<file path="src/hdl/rtlb_pkg.sv">
// Shared definitions for the right-triangle leg pipeline.
// Holds default widths, the base-sixty constants and the stage control struct.
// No dependencies.
package rtlb_pkg;

    localparam int LEG_BITS_DEF = 15;
    localparam int BASE_SIXTY   = 60;
    localparam int SIXTIES_W    = 10;
    localparam int UNITS_W      = 6;

    // Control bits that travel with each word through every stage.
    typedef struct packed {
        logic valid;
        logic invalid;
    } t_ctl;

endpackage

</file>
<file path="src/hdl/rtlb_sqrt_stage.sv">
// One step of the digit-by-digit square root, registered.
// Depends on rtlb_pkg for the stage control struct.
module rtlb_sqrt_stage #(
    parameter int LEG_BITS = rtlb_pkg::LEG_BITS_DEF,
    parameter int STEP     = 0
) (
    input  logic                    i_clk,
    input  logic                    i_rst_n,
    input  logic                    i_en,
    input  rtlb_pkg::t_ctl          i_ctl,
    input  logic [2*LEG_BITS-1:0]   i_rem,
    input  logic [2*LEG_BITS-1:0]   i_root,
    output rtlb_pkg::t_ctl          o_ctl,
    output logic [2*LEG_BITS-1:0]   o_rem,
    output logic [2*LEG_BITS-1:0]   o_root
);

    localparam int RW = 2 * LEG_BITS;
    localparam logic [RW-1:0] TRIAL = RW'(1) << (2 * STEP);

    rtlb_pkg::t_ctl  r_ctl;
    logic [RW-1:0]   r_rem;
    logic [RW-1:0]   r_root;
    logic [RW-1:0]   n_rem;
    logic [RW-1:0]   n_root;
    logic [RW:0]     w_sum;
    logic            w_fits;

    // The trial value fits when the remainder can absorb root plus trial.
    always_comb begin
        w_sum  = {1'b0, i_root} + {1'b0, TRIAL};
        w_fits = {1'b0, i_rem} >= w_sum;
        if (w_fits) begin
            n_rem  = i_rem - w_sum[RW-1:0];
            n_root = (i_root >> 1) + TRIAL;
        end else begin
            n_rem  = i_rem;
            n_root = i_root >> 1;
        end
    end

    always_ff @(posedge i_clk) begin
        if (!i_rst_n) begin
            r_ctl <= '0;
        end else if (i_en) begin
            r_ctl <= i_ctl;
        end
    end

    always_ff @(posedge i_clk) begin
        if (i_en) begin
            r_rem  <= n_rem;
            r_root <= n_root;
        end
    end

    assign o_ctl  = r_ctl;
    assign o_rem  = r_rem;
    assign o_root = r_root;

endmodule

</file>
<file path="src/hdl/rtlb_base60.sv">
// Splits the leg into sixties and units with a reciprocal multiply, two stages.
// Depends on rtlb_pkg for widths, the base constant and the control struct.
module rtlb_base60 #(
    parameter int LEG_BITS = rtlb_pkg::LEG_BITS_DEF
) (
    input  logic                             i_clk,
    input  logic                             i_rst_n,
    input  logic                             i_en,
    input  rtlb_pkg::t_ctl                   i_ctl,
    input  logic [LEG_BITS-1:0]              i_leg,
    output rtlb_pkg::t_ctl                   o_ctl,
    output logic [LEG_BITS-1:0]              o_leg,
    output logic [rtlb_pkg::SIXTIES_W-1:0]   o_sixties,
    output logic [rtlb_pkg::UNITS_W-1:0]     o_units
);

    localparam int UW    = rtlb_pkg::UNITS_W;
    localparam int SHIFT = LEG_BITS + 6;
    // Reciprocal of sixty rounded up; the error stays below 2^SHIFT over the leg range.
    localparam logic [63:0] RECIP = ((64'd1 << SHIFT) / rtlb_pkg::BASE_SIXTY) + 64'd1;
    localparam int PW    = (2 * LEG_BITS + 1 > 16) ? 2 * LEG_BITS + 1 : 16;
    localparam logic [UW-1:0] BASE = UW'(rtlb_pkg::BASE_SIXTY);

    rtlb_pkg::t_ctl                   r_ctl_a;
    logic [LEG_BITS-1:0]              r_leg_a;
    logic [PW-1:0]                    r_prod;
    rtlb_pkg::t_ctl                   r_ctl_b;
    logic [LEG_BITS-1:0]              r_leg_b;
    logic [rtlb_pkg::SIXTIES_W-1:0]   r_sixties;
    logic [UW-1:0]                    r_units;
    logic [PW-1:0]                    w_quot;
    logic [UW-1:0]                    w_units;

    // The remainder is below sixty, so six bits of arithmetic are exact.
    always_comb begin
        w_quot  = r_prod >> SHIFT;
        w_units = UW'(r_leg_a) - UW'(UW'(w_quot) * BASE);
    end

    always_ff @(posedge i_clk) begin
        if (!i_rst_n) begin
            r_ctl_a <= '0;
            r_ctl_b <= '0;
        end else if (i_en) begin
            r_ctl_a <= i_ctl;
            r_ctl_b <= r_ctl_a;
        end
    end

    always_ff @(posedge i_clk) begin
        if (i_en) begin
            r_leg_a   <= i_leg;
            r_prod    <= PW'(i_leg) * PW'(RECIP);
            r_leg_b   <= r_leg_a;
            r_sixties <= w_quot[rtlb_pkg::SIXTIES_W-1:0];
            r_units   <= w_units;
        end
    end

    assign o_ctl     = r_ctl_b;
    assign o_leg     = r_leg_b;
    assign o_sixties = r_sixties;
    assign o_units   = r_units;

endmodule

</file>
<file path="src/hdl/right_triangle_leg_base60.sv">
// Top level of the right-triangle missing-leg pipeline with a base-sixty split.
// Depends on rtlb_pkg, rtlb_sqrt_stage and rtlb_base60.
//
//  Channel   Dir  Handshake              Word contents (lowest bit first)
//  s         in   i_s_tvalid/o_s_tready  short_leg, hypotenuse
//  m         out  o_m_tvalid/i_m_tready  other_leg, sixties, units; tuser = invalid
//
// A word passes the stage with the squares, the stage with their difference, the
// square-root chain and the base-sixty split, in that order. One word can enter
// every cycle while the output slot is free.
// Reset clears only the control bits (valid and invalid) of the stages; data registers are not reset.
// When the output word is not taken, every stage holds, so nothing is lost or
// repeated; o_s_tready is low for exactly those cycles.
module right_triangle_leg_base60 #(
    parameter int LEG_BITS = rtlb_pkg::LEG_BITS_DEF
) (
    input  logic                       i_clk,
    input  logic                       i_rst_n,
    input  logic                       i_s_tvalid,
    output logic                       o_s_tready,
    // Fields from bit 0: short_leg, hypotenuse, zero padding.
    input  logic [((2*LEG_BITS+7)/8)*8-1:0] i_s_tdata,
    output logic                       o_m_tvalid,
    input  logic                       i_m_tready,
    // Fields from bit 0: other_leg, sixties, units, zero padding.
    output logic [((LEG_BITS+16+7)/8)*8-1:0] o_m_tdata,
    // Field: invalid (short leg longer than the hypotenuse).
    output logic                       o_m_tuser
);

    localparam int RW  = 2 * LEG_BITS;
    localparam int ODW = ((LEG_BITS + 16 + 7) / 8) * 8;
    localparam int OFW = LEG_BITS + rtlb_pkg::SIXTIES_W + rtlb_pkg::UNITS_W;

    // The whole pipeline advances together whenever the output slot is free.
    logic w_adv;

    logic [LEG_BITS-1:0]     w_a;
    logic [LEG_BITS-1:0]     w_c;

    // Stage one: squares and the validity check.
    rtlb_pkg::t_ctl          r_ctl_sq;
    logic [RW-1:0]           r_a_sq;
    logic [RW-1:0]           r_c_sq;

    // Stage two: the radicand, forced to zero for an invalid pair so the
    // results come out zero without any extra muxing at the end.
    rtlb_pkg::t_ctl          r_ctl_rad;
    logic [RW-1:0]           r_rad;

    rtlb_pkg::t_ctl          w_ctl_chain  [LEG_BITS+1];
    logic [RW-1:0]           w_rem_chain  [LEG_BITS+1];
    logic [RW-1:0]           w_root_chain [LEG_BITS+1];

    rtlb_pkg::t_ctl                   w_ctl_out;
    logic [LEG_BITS-1:0]              w_leg_out;
    logic [rtlb_pkg::SIXTIES_W-1:0]   w_sixties;
    logic [rtlb_pkg::UNITS_W-1:0]     w_units;

    assign w_adv      = !w_ctl_out.valid || i_m_tready;
    assign o_s_tready = w_adv;
    assign w_a        = i_s_tdata[LEG_BITS-1:0];
    assign w_c        = i_s_tdata[2*LEG_BITS-1:LEG_BITS];

    always_ff @(posedge i_clk) begin
        if (!i_rst_n) begin
            r_ctl_sq  <= '0;
            r_ctl_rad <= '0;
        end else if (w_adv) begin
            r_ctl_sq.valid   <= i_s_tvalid;
            r_ctl_sq.invalid <= w_a > w_c;
            r_ctl_rad        <= r_ctl_sq;
        end
    end

    always_ff @(posedge i_clk) begin
        if (w_adv) begin
            r_a_sq <= RW'(w_a) * RW'(w_a);
            r_c_sq <= RW'(w_c) * RW'(w_c);
            r_rad  <= r_ctl_sq.invalid ? '0 : r_c_sq - r_a_sq;
        end
    end

    // Square-root chain: stage k tries root bit LEG_BITS-1-k. The first trial
    // power of four above the radicand range can never fit and is left out.
    assign w_ctl_chain[0]  = r_ctl_rad;
    assign w_rem_chain[0]  = r_rad;
    assign w_root_chain[0] = '0;

    for (genvar k = 0; k < LEG_BITS; k++) begin : g_sqrt
        rtlb_sqrt_stage #(
            .LEG_BITS (LEG_BITS),
            .STEP     (LEG_BITS - 1 - k)
        ) u_stage (
            .i_clk   (i_clk),
            .i_rst_n (i_rst_n),
            .i_en    (w_adv),
            .i_ctl   (w_ctl_chain[k]),
            .i_rem   (w_rem_chain[k]),
            .i_root  (w_root_chain[k]),
            .o_ctl   (w_ctl_chain[k+1]),
            .o_rem   (w_rem_chain[k+1]),
            .o_root  (w_root_chain[k+1])
        );
    end

    // The final remainder is not needed past the last root step.
    rtlb_base60 #(
        .LEG_BITS (LEG_BITS)
    ) u_base60 (
        .i_clk     (i_clk),
        .i_rst_n   (i_rst_n),
        .i_en      (w_adv),
        .i_ctl     (w_ctl_chain[LEG_BITS]),
        .i_leg     (w_root_chain[LEG_BITS][LEG_BITS-1:0]),
        .o_ctl     (w_ctl_out),
        .o_leg     (w_leg_out),
        .o_sixties (w_sixties),
        .o_units   (w_units)
    );

    assign o_m_tvalid = w_ctl_out.valid;
    assign o_m_tuser  = w_ctl_out.invalid;
    assign o_m_tdata  = ODW'({w_units, w_sixties, w_leg_out});

    // An invalid pair yields all-zero result fields.
    a_invalid_zero: assert property (@(posedge i_clk) disable iff (!i_rst_n)
        o_m_tvalid && o_m_tuser |-> o_m_tdata[OFW-1:0] == '0)
        else $error("invalid word carries nonzero result fields");

    // The units field is a true remainder of sixty.
    a_units_range: assert property (@(posedge i_clk) disable iff (!i_rst_n)
        o_m_tvalid |-> 32'(w_units) < 32'(rtlb_pkg::BASE_SIXTY))
        else $error("units field out of range");

    // Sixties and units rebuild the leg whenever the quotient is not truncated.
    a_split_exact: assert property (@(posedge i_clk) disable iff (!i_rst_n)
        o_m_tvalid && LEG_BITS <= 15 |->
        64'(w_sixties) * 64'(rtlb_pkg::BASE_SIXTY) + 64'(w_units) == 64'(w_leg_out))
        else $error("base-sixty split does not match the leg");

    // A held output word blocks input and keeps the whole pipeline frozen.
    a_stall_freeze: assert property (@(posedge i_clk) disable iff (!i_rst_n)
        o_m_tvalid && !i_m_tready |=> o_m_tvalid && $stable(w_leg_out)
        && $stable(w_ctl_chain[LEG_BITS]))
        else $error("pipeline moved during an output stall");

    // Reset empties the pipeline.
    a_reset_empty: assert property (@(posedge i_clk)
        !i_rst_n |=> !o_m_tvalid)
        else $error("output valid right after reset");

endmodule
</file>
<file path="config.mk">
export PLATFORM = sky130hd
export DESIGN_NAME = right_triangle_leg_base60
export DESIGN_NICKNAME = d
export VERILOG_FILES = /design/src/hdl/rtlb_pkg.sv /design/src/hdl/rtlb_sqrt_stage.sv /design/src/hdl/rtlb_base60.sv /design/src/hdl/right_triangle_leg_base60.sv
export SDC_FILE = /design/constraint.sdc
export NUM_CORES = 2
export LEC_CHECK = 0
export BUFFER_PORTS_ARGS = -buffer_cell sky130_fd_sc_hd__buf_2
export CAP_MARGIN = 20
export CORE_ASPECT_RATIO = 1.25
export CORE_MARGIN = 3
export CORE_UTILIZATION = 60
export CTS_CLUSTER_SIZE = 10
export DETAILED_ROUTE_END_ITERATION = 16
export GPL_ROUTABILITY_DRIVEN = 0
export MAX_ROUTING_LAYER = met4
export PLACE_DENSITY = 0.73
export SETUP_SLACK_MARGIN = 0.02
export SLEW_MARGIN = 10
export SYNTH_ARGS = -nofsm -noshare
export SYNTH_HDL_FRONTEND = slang
export SYNTH_SLANG_ARGS = --single-unit
</file>
<file path="constraint.sdc">
create_clock -name i_clk -period 42.9 [get_ports i_clk]
set_clock_uncertainty 0.2 [all_clocks]
set_input_delay 0 -clock i_clk [delete_from_list [all_inputs] [get_ports i_clk]]
set_output_delay 0 -clock i_clk [all_outputs]
set_load 0.02 [all_outputs]
</file>
# After elaboration in Yosys (flattened, before gate mapping)
# Cells that the tools add are included.
dict set report word_totals {
  ff_bits 1060
  inputBits 36
  out_inout_bits 35
  elab_cells 183
}
dict set report classes {
  addsub 44
  multipliers 4
  n_lt_le_gt_ge 16
  n_mux 29
  n_reduce_logical 2
}
# op n
set op_table {}
lappend op_table {{$ge A30 B31 Y1} 14}
lappend op_table {{$mux W30} 14}
lappend op_table {{$sub A30 B30 Y30} 14}
lappend op_table {{$mux W29} 14}
lappend op_table {{$mul A15 B15 Y30} 2}
lappend op_table {{$add A30 B1 Y31 const B} 1}
lappend op_table {{$add A30 B11 Y31 const B} 1}
lappend op_table {{$add A30 B13 Y31 const B} 1}
lappend op_table {{$add A30 B15 Y31 const B} 1}
lappend op_table {{$add A30 B17 Y31 const B} 1}
lappend op_table {{$add A30 B19 Y31 const B} 1}
lappend op_table {{$add A30 B21 Y31 const B} 1}
lappend op_table {{$add A30 B23 Y31 const B} 1}
lappend op_table {{$add A30 B25 Y31 const B} 1}
lappend op_table {{$add A30 B27 Y31 const B} 1}
lappend op_table {{$add A30 B3 Y31 const B} 1}
lappend op_table {{$add A30 B5 Y31 const B} 1}
lappend op_table {{$add A30 B7 Y31 const B} 1}
lappend op_table {{$add A30 B9 Y31 const B} 1}
lappend op_table {{$mul A15 B16 Y31 const B} 1}
lappend op_table {{$add A29 B11 Y30 const B} 1}
lappend op_table {{$add A29 B13 Y30 const B} 1}
lappend op_table {{$add A29 B15 Y30 const B} 1}
lappend op_table {{$add A29 B17 Y30 const B} 1}
lappend op_table {{18 further kinds} 18}

# Logic depth before layout (Yosys ltp)
dict set report logic_depth {
  ltp_word 3
  mapped_depth 24
  mapped_depth_nobuf 23
}

# By module
# From an unflattened synthesis, not the netlist that was laid out.
dict set report unflattened {
  cells_unflattened 8947
  hier_area_um2 89044.2
}
# mod instances cells_per_inst area_per_inst_um2 seq_area_each_um2
set modules_own_cells {}
lappend modules_own_cells {right_triangle_leg_base60 1 1885 17560.6 2722.6}
lappend modules_own_cells {{rtlb_sqrt_stage at g_sqrt[10].u_stage} 1 539 5132.4 1841.8}
lappend modules_own_cells {{rtlb_sqrt_stage at g_sqrt[14].u_stage} 1 505 5037.3 1841.8}
lappend modules_own_cells {{rtlb_sqrt_stage at g_sqrt[12].u_stage} 1 509 4760.8 1841.8}
lappend modules_own_cells {{rtlb_sqrt_stage at g_sqrt[13].u_stage} 1 497 4760.8 1841.8}
lappend modules_own_cells {{rtlb_sqrt_stage at g_sqrt[11].u_stage} 1 497 4707.0 1841.8}
lappend modules_own_cells {{rtlb_sqrt_stage at g_sqrt[9].u_stage} 1 488 4635.7 1841.8}
lappend modules_own_cells {{rtlb_sqrt_stage at g_sqrt[5].u_stage} 1 416 4484.3 1841.8}
lappend modules_own_cells {{rtlb_sqrt_stage at g_sqrt[8].u_stage} 1 460 4468.0 1841.8}
lappend modules_own_cells {{rtlb_sqrt_stage at g_sqrt[7].u_stage} 1 406 4388.0 1841.8}
lappend modules_own_cells {{rtlb_sqrt_stage at g_sqrt[6].u_stage} 1 441 4322.9 1841.8}
lappend modules_own_cells {{rtlb_sqrt_stage at g_sqrt[2].u_stage} 1 397 4237.8 1841.8}
lappend modules_own_cells {rtlb_base60 1 320 4156.5 1701.6}
lappend modules_own_cells {{rtlb_sqrt_stage at g_sqrt[4].u_stage} 1 399 4122.7 1841.8}
lappend modules_own_cells {{3 more rows} n/a n/a n/a n/a}

# Worst setup path before layout
# Ideal clock, no wire load.
dict set report synth_timing {
  path_kind {register -> register}
  startpoint {reg u_base60.r_ctl_b (netlist bit u_base60.o_ctl[1])}
  endpoint {reg g_sqrt[0].u_stage.r_rem[0] (enable)}
  setup_ps 1327
  t_arrival_ps 19358
  required_time_ps 41373
  path_slack_ps 22016
  path_stages_with_launch 4
  path_buffers 1
  synth_period_minus_slack_ps 20884
  cell_sequence {dfxtp_1 > nor2b_1 > inv_1 > clkbuf_1}
}
dict set report synth_via {
  elab_chain_len 2
}
# item line_no
set synth_lines {}
lappend synth_lines {{start, declared} rtlb_base60.sv:27} ;# rtlb_pkg::t_ctl r_ctl_b;
lappend synth_lines {{start signal, assigned} rtlb_base60.sv:46} ;# r_ctl_b <= r_ctl_a;
lappend synth_lines {{$logic_not A1 Y1} right_triangle_leg_base60.sv:60} ;# assign w_adv = !w_ctl_out.valid || i_m_tready;
lappend synth_lines {{$logic_or A1 B1 Y1} right_triangle_leg_base60.sv:60}
lappend synth_lines {{net o_s_tready} right_triangle_leg_base60.sv:20} ;# output logic o_s_tready,
lappend synth_lines {{end signal, assigned} rtlb_sqrt_stage.sv:52} ;# r_rem <= n_rem;
lappend synth_lines {{end, declared} rtlb_sqrt_stage.sv:22} ;# logic [RW-1:0] r_rem;
# The timed path passes the listed nets, and every way through them passes these cells.
# A chain may end at the register's enable or synchronous reset.

# Final worst setup path
dict set report layout_timing {
  startpoint {in i_s_tdata[17]}
  endpoint {reg r_c_sq[26] (data pin)}
}
dict set report layout_via {
  elab_chain_len 1
}
# item line_no
set layout_lines {}
lappend layout_lines {{start, declared} right_triangle_leg_base60.sv:22} ;# input logic [((2*LEG_BITS+7)/8)*8-1:0] i_s_tdata,
lappend layout_lines {{$mul A15 B15 Y30} right_triangle_leg_base60.sv:79} ;# r_c_sq <= RW'(w_c) * RW'(w_c);
lappend layout_lines {{end signal, assigned} right_triangle_leg_base60.sv:79}
lappend layout_lines {{end, declared} right_triangle_leg_base60.sv:44} ;# logic [RW-1:0] r_c_sq;
# No other way between the ends.

==> results.cfg <==
[clock_tree]
cts_made_buffers = 83
cts_tree = done
cts_root_buf = clkbuf_16
ctsResizeCount = 0
cts.reportedPaths.clkPinSlew_ps = 60
cts_max_path_buffers = 3
htree_levels = 3
clock_sinks = 720
clk_latency_ps = 650

[layout]
nets = 5032
most-common-layout-cells = 682 x edfxtp_1, 671 x inv_1, 448 x ha_1, 337 x nand2_1, 293 x fa_1
area_delta_synth_final_pct = 8.30
stdcell_area_um2 = 51200
final_common_cell = edfxtp_1
finish.utilization_pct = 65.8
post_route_cells_drive_above_1_share_pct = 5.47

[synthesis]
synth_top_flop_cell = edfxtp_1
synth.ff_latch_count = 720
synth_xor_xnor_area_share_pct = 4.84
post_synth_instance_area_um2 = 47200
synth_simple_gate_area_share_pct = 11.0
synth_cell_types = 84
dominant_combinational_cell_family_by_area_after_synthesis = adder cells
synth.top_cell.area_share_pct = 43.4
yosys.area.top_type = edfxtp_1
netlist_instances = 4155
seq_area_frac_synth_pct = 45.0
average_cell_area_after_synthesis_um2 = 11.4
synthArstFlopShare_pct = 0
synth_compound_area_share_pct = 8.28
synth_nets = 4932
synthTopCellsByArea = edfxtp_1 43%, fa_1 12%, ha_1 12%
synth-warning-count = 0
synthAdderAreaFrac_pct = 24.3
number_of_synthesized_flops_with_an_enable_pin = 682
yosys-mux-area-fraction_pct = 0.556

[timing]
hold_violations = 0
slew_headroom_pct = 30.8
rsz0062_at_grt = false
tightestPinTransition_ps = 1030
final.min_clock_period_ps = 6960
final-setup-viol-count = 0
final_max_slew_viol_count = 0
period_share_pct = 16.2
setup_ws_ps = 35940
timing.fmax_mhz = 144
total_negative_setup_slack_ps = 0

[floorplanning]
coreArea_um2 = 77700
ioPinCount = 71
die_area_um2 = 82200
die_h_um = 320
die-width_um = 257
initial_core_util_pct = 60.8
rows = 114

[min_path]
timing.hold.worst.class = primary input to register

[critical_path]
critPathTopFamily = adder cells
critical_path.cell_chain = dlygate4sd3_1 -> buf_2 -> clkinv_1 -> nor2_1 -> fa_1 -> inv_1 -> fa_1 -> inv_1 -> fa_1 -> fa_1 -> fa_1 -> fa_1 -> ha_1 -> a21oi_1 -> o21ai_0 -> a21oi_1 -> nand4b_1 -> nand3_1 -> o211a_1 -> and4b_1 -> or4b_2
crit_arrival_ps = 7140
worst_path_most_repeated_cell = fa_1
setup.worst_path.class = primary input to register
worst_ep_required_time_ps = 43080
worst_path_max_delay_cell = or4b_2
start_kind = primary input
worst_setup_path_end_kind = register
critical_path.n_buffers_inverters = 5
critical-path-max-stage-delay_ps = 630
timing.critical_path.fanout_max = 9

[global_route]
gr-total-overflow = 0
global_route_wire_length_before_repair_um = 154000
groute.usage.overall_pct = 24.4
grt_max_degree = 196
grt_antenna_before_repair = 1
first_global_vias = 31100

[detailed_routing]
detailedRoute.firstIterationViolations = 1610
route.detailed.drc = 0
drt_pass1_iterations = 5
post_drt_via_cell_ratio = 5.61
antenna_violating_nets_post_route = 0
drt-wirelength-per-cell_um = 17.8
postRouteWirelength_um = 94900
detailroute.via_count = 29900

[status]
outcome = completed

[placement]
dp_hpwl_um = 72100
placed_cell_area_um2 = 48700
numPortBuffers = 67
preCtsSetupSlack_ps = 35940

[job]
cap_violations = 0
-- metrics by stage --
| stage | std cells | hold WS [ps] |
|---|---|---|
| floorplan | 4155 | -101 |
| global placement | 5196 | 54.7 |
| detailed placement | 5196 | 67.5 |
| CTS | 5321 | 9.79 |
| global route | 5323 | 135 |
| finish | 5323 | 53.9 |
-- Yosys cell counts, types with 11 or more instances --
| master | n |
|---|---|
| a211oi_1 | 17 |
| a21boi_0 | 42 |
| a21o_1 | 68 |
| a21oi_1 | 151 |
| a31oi_1 | 19 |
| and2_1 | 69 |
| and3_1 | 18 |
| clkbuf_1 | 69 |
| dfxtp_1 | 38 |
| edfxtp_1 | 682 |
| fa_1 | 293 |
| ha_1 | 448 |
| inv_1 | 672 |
| mux2_2 | 18 |
| nand2_1 | 337 |
| nand2b_1 | 41 |
| nand3_1 | 45 |
| nand4_1 | 35 |
| nor2_1 | 222 |
| nor2b_1 | 35 |
| nor3_1 | 70 |
| nor3b_1 | 11 |
| nor4_1 | 50 |
| nor4b_1 | 14 |
| o211ai_1 | 12 |
| o21a_1 | 36 |
| o21ai_0 | 150 |
| o21bai_1 | 18 |
| o31ai_1 | 21 |
| or2_2 | 13 |
| or3_1 | 27 |
| or4_1 | 14 |
| xnor2_1 | 147 |
| xor2_1 | 114 |
-- registers in the layout (all words and copies together) (netlist names), 6 cells and up --
register	flops
g_sqrt.u_stage.o_rem	420
g_sqrt.u_stage.o_root	120
g_sqrt.u_stage.o_ctl	30
r_rad	30
r_a_sq	29
r_c_sq	29
u_base60.o_leg	13
u_base60.r_prod	13
u_base60.r_leg_a	12
u_base60.o_sixties	10
u_base60.o_units	6
-- worst paths after layout --
| path | startpoint | end | slack (ps) | cells past startpoint |
|---|---|---|---|---|
| hold / removal | i_s_tdata[22] | r_ctl_sq[0] | 50 | 6 |
| hold reg to reg | r_rad[20] | g_sqrt[0].u_stage.o_rem[20] | 210 | 0 |
| setup reg to reg | g_sqrt[14].u_stage.o_root[11] | u_base60.r_prod[30] | 37830 | 18 |
| setup / recovery | i_s_tdata[17] | r_c_sq[26] | 35940 | 21 |
-- logic make-up (layout without fill, tap and decap cells) --
family / count (synthesis) / count (layout)
flops: 720 / 720
xor+xnor: 261 / 261
buf+inv: 757 / 880
simple gates: 1041 / 1041
other cells: 1 / 2
mux: 24 / 24
compound gates: 610 / 610
fa+ha+maj: 741 / 741
-- timing repair --
action	4_1_cts	5_1_grt
hold buffers	17	0
hold endpoints to repair	47	0
setup buffers	0	0
-- worst min-delay path, stage by stage --
cell       delay (ps)
buf_2             230
inv_1             100
ha_1              130
nand2b_1          110
a2111oi_0          90
a211oi_1          200
-- layer usage --
| layer | routed length, µm | up-vias | GRT usage (%) |
|---|---|---|---|
| met2 | 53400 | 644 | 46.8 |
| li1 | - | 14400 | - |
| met5 | 0 | - | - |
| met3 | 3220 | 254 | 2.59 |
| met1 | 33300 | 14500 | 24.1 |
| met4 | 5000 | 0 | 12.6 |
-- layout make-up --
class / instances / area (µm²)
Fill cell: 5851 / 26600
Multi-Input combinational cell: 2678 / 23100
Sequential cell: 720 / 21200
Inverter: 677 / 2550
Clock buffer: 98 / 2140
Tap cell: 1044 / 1310
Timing Repair Buffer: 95 / 613
Clock inverter: 10 / 165
Antenna cell: 1 / 2.50
Power is not shown: default switching activity piles up to over one toggle a cycle in this logic, so the estimate is an artifact.
